## src/rtl/core/slid_pkg.sv

```systemverilog
// Package: shared constants, types and codes of the sorted list core.
package slid_pkg;

  localparam int unsigned Capacity = 32;
  localparam int unsigned DataW    = 32;
  localparam int unsigned CntW     = $clog2(Capacity + 1);

  typedef enum logic [1:0] {
    CMD_INSERT = 2'd0,
    CMD_DELETE = 2'd1,
    CMD_LIST   = 2'd2
  } cmd_e;

  typedef enum logic [1:0] {
    STAT_OK        = 2'd0,
    STAT_NOT_FOUND = 2'd1,
    STAT_EMPTY     = 2'd2,
    STAT_FULL      = 2'd3
  } status_e;

  typedef enum logic [1:0] {
    ST_IDLE,
    ST_EXEC,
    ST_DISP
  } state_e;

  typedef enum logic [1:0] {
    CELL_HOLD,
    CELL_INS,
    CELL_DEL,
    CELL_ROT
  } cell_op_e;

  typedef struct packed {
    logic [1:0]              cmd;
    logic signed [DataW-1:0] value;
  } in_item_t;

  typedef struct packed {
    logic [1:0]              status;
    logic signed [DataW-1:0] result_value;
    logic                    last;
  } out_item_t;

  // Per-cell control: broadcast op plus position flags relative to the fill count.
  typedef struct packed {
    cell_op_e op;
    logic     found;   // some cell matched on delete
    logic     occ;     // cell holds a stored value
    logic     at_end;  // cell is the first free slot
    logic     tail;    // cell holds the largest stored value
  } cell_ctl_t;

endpackage

```

## src/rtl/core/slid_cell.sv

```systemverilog
// One storage cell of the sorted list chain.
module slid_cell (
  input  logic                            clk_i,
  input  slid_pkg::cell_ctl_t             ctl_i,
  input  logic signed [slid_pkg::DataW-1:0] key_i,
  input  logic signed [slid_pkg::DataW-1:0] left_val_i,
  input  logic                            left_ge_i,
  input  logic signed [slid_pkg::DataW-1:0] right_val_i,
  input  logic signed [slid_pkg::DataW-1:0] head_val_i,
  output logic signed [slid_pkg::DataW-1:0] val_o,
  output logic                            ge_o,
  output logic                            eq_o
);

  logic signed [slid_pkg::DataW-1:0] val_q, val_d;
  logic lt;

  assign lt    = val_q < key_i;
  assign ge_o  = ctl_i.occ && !lt;
  assign eq_o  = ctl_i.occ && (val_q == key_i);
  assign val_o = val_q;

  always_comb begin
    val_d = val_q;
    unique case (ctl_i.op)
      slid_pkg::CELL_INS: begin
        // shift right from the insert point, drop the key into the gap
        if (left_ge_i) begin
          val_d = left_val_i;
        end else if (ge_o || ctl_i.at_end) begin
          val_d = key_i;
        end
      end
      slid_pkg::CELL_DEL: begin
        // everything at or past the first match closes up to the left
        if (ctl_i.found && ge_o) begin
          val_d = right_val_i;
        end
      end
      slid_pkg::CELL_ROT: begin
        if (ctl_i.tail) begin
          val_d = head_val_i;
        end else if (ctl_i.occ) begin
          val_d = right_val_i;
        end
      end
      default: val_d = val_q;
    endcase
  end

  always_ff @(posedge clk_i) begin
    val_q <= val_d;
  end

endmodule

```

## config.mk

```make
export PLATFORM = sky130hd
export DESIGN_NAME = slid_cell
export DESIGN_NICKNAME = d
export VERILOG_FILES = /design/src/rtl/core/slid_pkg.sv /design/src/rtl/core/slid_cell.sv
export SDC_FILE = /design/constraint.sdc
export NUM_CORES = 1
export LEC_CHECK = 0
export ABC_AREA = 0
export BUFFER_PORTS_ARGS = -buffer_cell sky130_fd_sc_hd__buf_2
export CORE_ASPECT_RATIO = 0.6
export CORE_UTILIZATION = 30
export CTS_CLUSTER_DIAMETER = 100
export DETAILED_ROUTE_END_ITERATION = 7
export SLEW_MARGIN = 20
export SYNTH_ARGS = -nofsm -noshare
export SYNTH_HDL_FRONTEND = slang
export SYNTH_SLANG_ARGS = --single-unit
```

## constraint.sdc

```tcl
create_clock -name clk_i -period 3.1 [get_ports clk_i]
set_clock_uncertainty 0.2 [all_clocks]
set_input_delay 0.155 -clock clk_i [delete_from_list [all_inputs] [get_ports clk_i]]
set_output_delay 0.155 -clock clk_i [all_outputs]
set_load 0.05 [all_outputs]
```

== Word-level counts from Yosys, hierarchy flattened ==
Index checks and enable logic that the tools add are counted.
Word-level totals
  bits in registers: 32
  latch bits: 0
  RAM bits: 0
  ROM bits: 0
  bits of input ports: 136
  logic and storage cells: 22
  memories: 0
Operators by class
  add/subtract/negate cells: 0
  $mul: 0
  div/mod/pow operators: 0
  order comparisons: 1
  eq/ne operators: 7
  shifts and indexed selects: 0
  multiplexer cells: 6
  bitwise operators: 0
  reductions and logical operators: 7
Operators by type and width (number)
  two-way mux 32 bit: 5
  one-hot mux 32 bit (3 select lines): 1
  == test 32 bit: 1
  < comparator 32 bit: 1
  inequality test 3 bit (second input constant): 2
  == test 2 bit (second input constant): 2
  AND reduction 4 bit: 1
  logical AND 1 bit: 3
  nonzero test 3 bit: 1
  == test 2 x 1 -> 1 bit (second input constant): 1
  inequality test 2 bit (second input constant): 1
  zero test 1 bit: 1
  logical OR 1 bit: 1

== Logic depth before layout (Yosys ltp) ==
  depth after elaboration: 7
  gate-level depth with buffers: 8
  mapped depth without buffers: 8

== Least setup slack after synthesis ==
No wires, ideal clock.
  path kind: register to register
  from: reg val_q, in the netlist val_o[30]
  to: reg val_q, in the netlist val_o[0] (enable)
  library setup time: 0.394 ns
  arrival: 2.708 ns
  slack: -0.203 ns
  stages on the path, launching flop included: 8
  buffers on the path: 0
  path through: edfxtp_1 -> ha_1 -> a21oi_2 -> nand2_1 -> a221oi_2 -> o211ai_1 -> or3_1 -> nand3_1
Between the ends
  longest elaborated chain between the ends: 6
  elaborated cells between the ends (all ways): 8
  those cells by class: order compare (1); eq/ne (2); reduce/logical (5)
RTL lines
  start: declaration: line slid_cell.sv:15  | logic signed [slid_pkg::DataW-1:0] val_q, val_d;
  start signal: assignment: line slid_cell.sv:52  | val_q <= val_d;
  < comparator 32 bit *: line slid_cell.sv:18  | assign lt = val_q < key_i;
  zero test 1 bit *: line slid_cell.sv:19  | assign ge_o = ctl_i.occ && !lt;
  logical AND 1 bit *: line slid_cell.sv:19
  logical OR 1 bit or logical AND 1 bit (tied branches): line slid_cell.sv:30, slid_cell.sv:36
  inequality test 3 bit (no line) or inequality test 2 bit (tied branches)
  AND reduction 4 bit (no line) *
Every way passes the cells marked *; elsewhere a longest branch is shown, timed or not.
A chain may end at the register's enable or synchronous reset.

== Worst setup path in the final report ==
  from: reg val_q, in the netlist val_o[30]
  to: reg val_q, in the netlist val_o[18] (enable)
Same word-level chain as after synthesis.

==> impl_metrics.json <==
{
  "status": "finished clean",
  "required_ns": 2.87,
  "cts_tree": "done",
  "wl_per_cell_um": 14.1,
  "ff_latch_area_um2": 961,
  "timing.fmax_mhz": 364,
  "port_buffers": 169,
  "clkSinkCount": 32,
  "cp.arrival_ns": 2.52,
  "endpoint_kind": "flip-flop",
  "final.min_clock_period_ns": 2.75,
  "dp_hpwl_mm": 6.75,
  "grt_max_degree": 41,
  "slew_viol_final": 0,
  "yosys-top-cells-area": "edfxtp_1 (35%), ha_1 (14%), mux2i_1 (12%)",
  "largest_reg_flops": 32,
  "worstRegToRegCells": 8,
  "cts_max_path_buffers": 2,
  "seq_area_frac_synth": 0.348,
  "yosys.area.top_type_share": 0.348,
  "holdPathStages": 3,
  "pin_count": 170,
  "drive_gt1_frac": 0.387,
  "worstSetupStartpoint": "val_o[30]$_DFFE_PP_",
  "pwr-share-clk": 0.268,
  "yosys.area.top_type": "edfxtp_1",
  "min-delay-start": "left_val_i[3]",
  "timing.rr.end": "val_o[18]$_DFFE_PP_",
  "finalSetupViolCount": 0,
  "pwr-share-comb": 0.390,
  "syn-num-nets": 478,
  "powerDensity_nw_per_um2": 439,
  "crit_fanout": 24,
  "final_cell_mix": "buf_2 (169), a21oi_1 (47), nor2_1 (37), inv_1 (34)",
  "clockRootBuffer": "clkbuf_16",
  "rows": 26,
  "synth.avg_cell_area_um2": 8.91,
  "fin_nets": 641,
  "dp_slack_ns": 0.334,
  "intPower_mw": 1.06,
  "period_share": 0.886,
  "rsz0062_at_grt": "no",
  "postRouteAntennaNets": 0,
  "diodes": 0,
  "max_slew_margin": 0.646,
  "die-height_um": 76.3,
  "endpoint": "val_o[18]$_DFFE_PP_",
  "coreArea_um2": 8720,
  "postCtsSetupRepairBufs": 0,
  "clk_latency_ns": 0.27,
  "syn_area_um2": 2760,
  "die_area_um2": 9610,
  "seqPwrFrac": 0.343,
  "cts-resized-gates": 0,
  "routed_via_density": 4.71,
  "drt_iter0_drc": 91,
  "tns_ns": 0,
  "multiInputGateArea_um2": 1610,
  "criticalPathCategory": "reg2reg",
  "initial_core_util": 0.317,
  "track_usage": 0.168,
  "drt-total-wl_mm": 8.26,
  "clk_pin_slew_ns": 0.05,
  "dr.pass1.iters": 4,
  "reg2reg_from": "val_o[30]$_DFFE_PP_",
  "peakVddDrop_mv": 0.223,
  "htreeDepth": 2,
  "drc": 0,
  "gp_congestion": 0.846,
  "die_w_um": 126,
  "hp-class": "in2reg",
  "ys_seq_elements": 32,
  "grt_pass1_vias": 2536,
  "grt_overflow": 0,
  "ctsHoldBuffers": 0,
  "r2r_setup_slack_ns": 0.35,
  "p_switching_uw": 632,
  "tightest_slew_ns": 0.530,
  "grt_pass1_wl_mm": 12.6,
  "yosysWarningCount": 0,
  "fillers": 889,
  "syn2layout_area_growth_pct": 39.9,
  "final-hold-violation-count": 0,
  "layout_setup_ws_ns": 0.354,
  "synthCells": 310,
  "switching_share": 0.373,
  "start_kind": "flip-flop",
  "layout_commonest_cell": "buf_2",
  "cap_viol_max_count": 0,
  "via_count": 2757,
  "antenna_found_initial": 0,
  "ys_types": 27,
  "p_leak_nw": 2.02,
  "cts_buffers": 5
}
[cells by family (layout without fill, tap and decap cells)]
logic type / Yosys count / after routing / share of synthesized area
multiplexers: 33 / 33 / 0.120
AND/OR/NAND/NOR: 71 / 71 / 0.114
flip-flops: 32 / 32 / 0.348
AO/OA/AOI/OAI: 91 / 91 / 0.203
buffers and inverters: 51 / 214 / 0.0706
adder cells (fa/ha/maj): 32 / 32 / 0.145
[routing by layer]
| layer | vias up | routed length (um) | track usage |
|---|---|---|---|
| li1 | 1467 | - | - |
| met1 | 1181 | 4040 | 0.229 |
| met2 | 104 | 3590 | 0.272 |
| met3 | 5 | 580 | 0.0393 |
| met4 | 0 | 40 | 0.0289 |
| met5 | - | 0 | 0 |
[worst max-delay path, cell delays in order, from the launching register on]
cell      delay [ns]
edfxtp_1        0.40
ha_1            0.34
nand4_1         0.20
nor2_1          0.07
a221oi_2        0.20
o211ai_1        0.16
or3_1           0.40
nand3_2         0.23
buf_12          0.23
[power by group through the flow]
| stage | logic [mW] | registers (mW) | clock network, mW |
|---|---|---|---|
| CTS | 0.668 | 0.582 | 0.467 |
| detailed placement | 0.664 | 0.590 | 0 |
| global placement | 0.660 | 0.586 | 0 |
| global route | 0.724 | 0.587 | 0.480 |
| floorplan | 0.262 | 0.767 | 0 |
| finish | 0.660 | 0.581 | 0.453 |
[synthesized netlist by cell type]
cell type and count:
nand2b_1 1, a22oi_1 2, nor4_1 3, mux2i_1 33
o21ai_0 1, a21o_1 1, edfxtp_1 32, inv_1 34
a21oi_1 47, o211ai_1 1, nand2b_2 1, nand2_1 12
and3_1 1, nand3_1 6, a221oi_2 1, nor2_1 37
o21ai_1 4, nor3_1 2, buf_2 3, or3_1 1
ha_1 32, a211oi_1 33, buf_1 6, clkbuf_1 8
nor2b_1 1, a21oi_2 1, nand4_1 6
[area by class of cell]
| type | count | area share |
|---|---|---|
| clock buffer | 5 | 0.0324 |
| multi-input combinational | 227 | 0.418 |
| tap | 112 | 0.0363 |
| inverter | 34 | 0.0330 |
| sequential | 32 | 0.249 |
| clock inverter | 2 | 0.00194 |
| timing repair buffer | 173 | 0.230 |
[metrics by stage]
| stage | total power, mW | hold slack, ns | instances | instance area (um2) | util |
|---|---|---|---|---|---|
| after global placement | 1.25 | 0.314 | 578 | 3730 | 0.428 |
| after CTS | 1.72 | 0.0326 | 585 | 3860 | 0.443 |
| after detailed placement | 1.25 | 0.315 | 578 | 3730 | 0.428 |
| after floorplan | 1.03 | 0.207 | 310 | 2770 | - |
| after global routing | 1.79 | 0.0551 | 585 | 3860 | 0.443 |
| final | 1.70 | 0.0343 | 585 | 3860 | 0.443 |
[worst min-delay path by stage]
stage | slack (ns) | endpoint
global route | 0.06 | val_o[3]$_DFFE_PP_
detailed placement | 0.31 | val_o[3]$_DFFE_PP_
CTS | 0.03 | val_o[3]$_DFFE_PP_
floorplan | 0.21 | val_o[16]$_DFFE_PP_
global placement | 0.31 | val_o[15]$_DFFE_PP_
finish | 0.03 | val_o[3]$_DFFE_PP_
No activity file was read; power rests on OpenSTA's default activity.
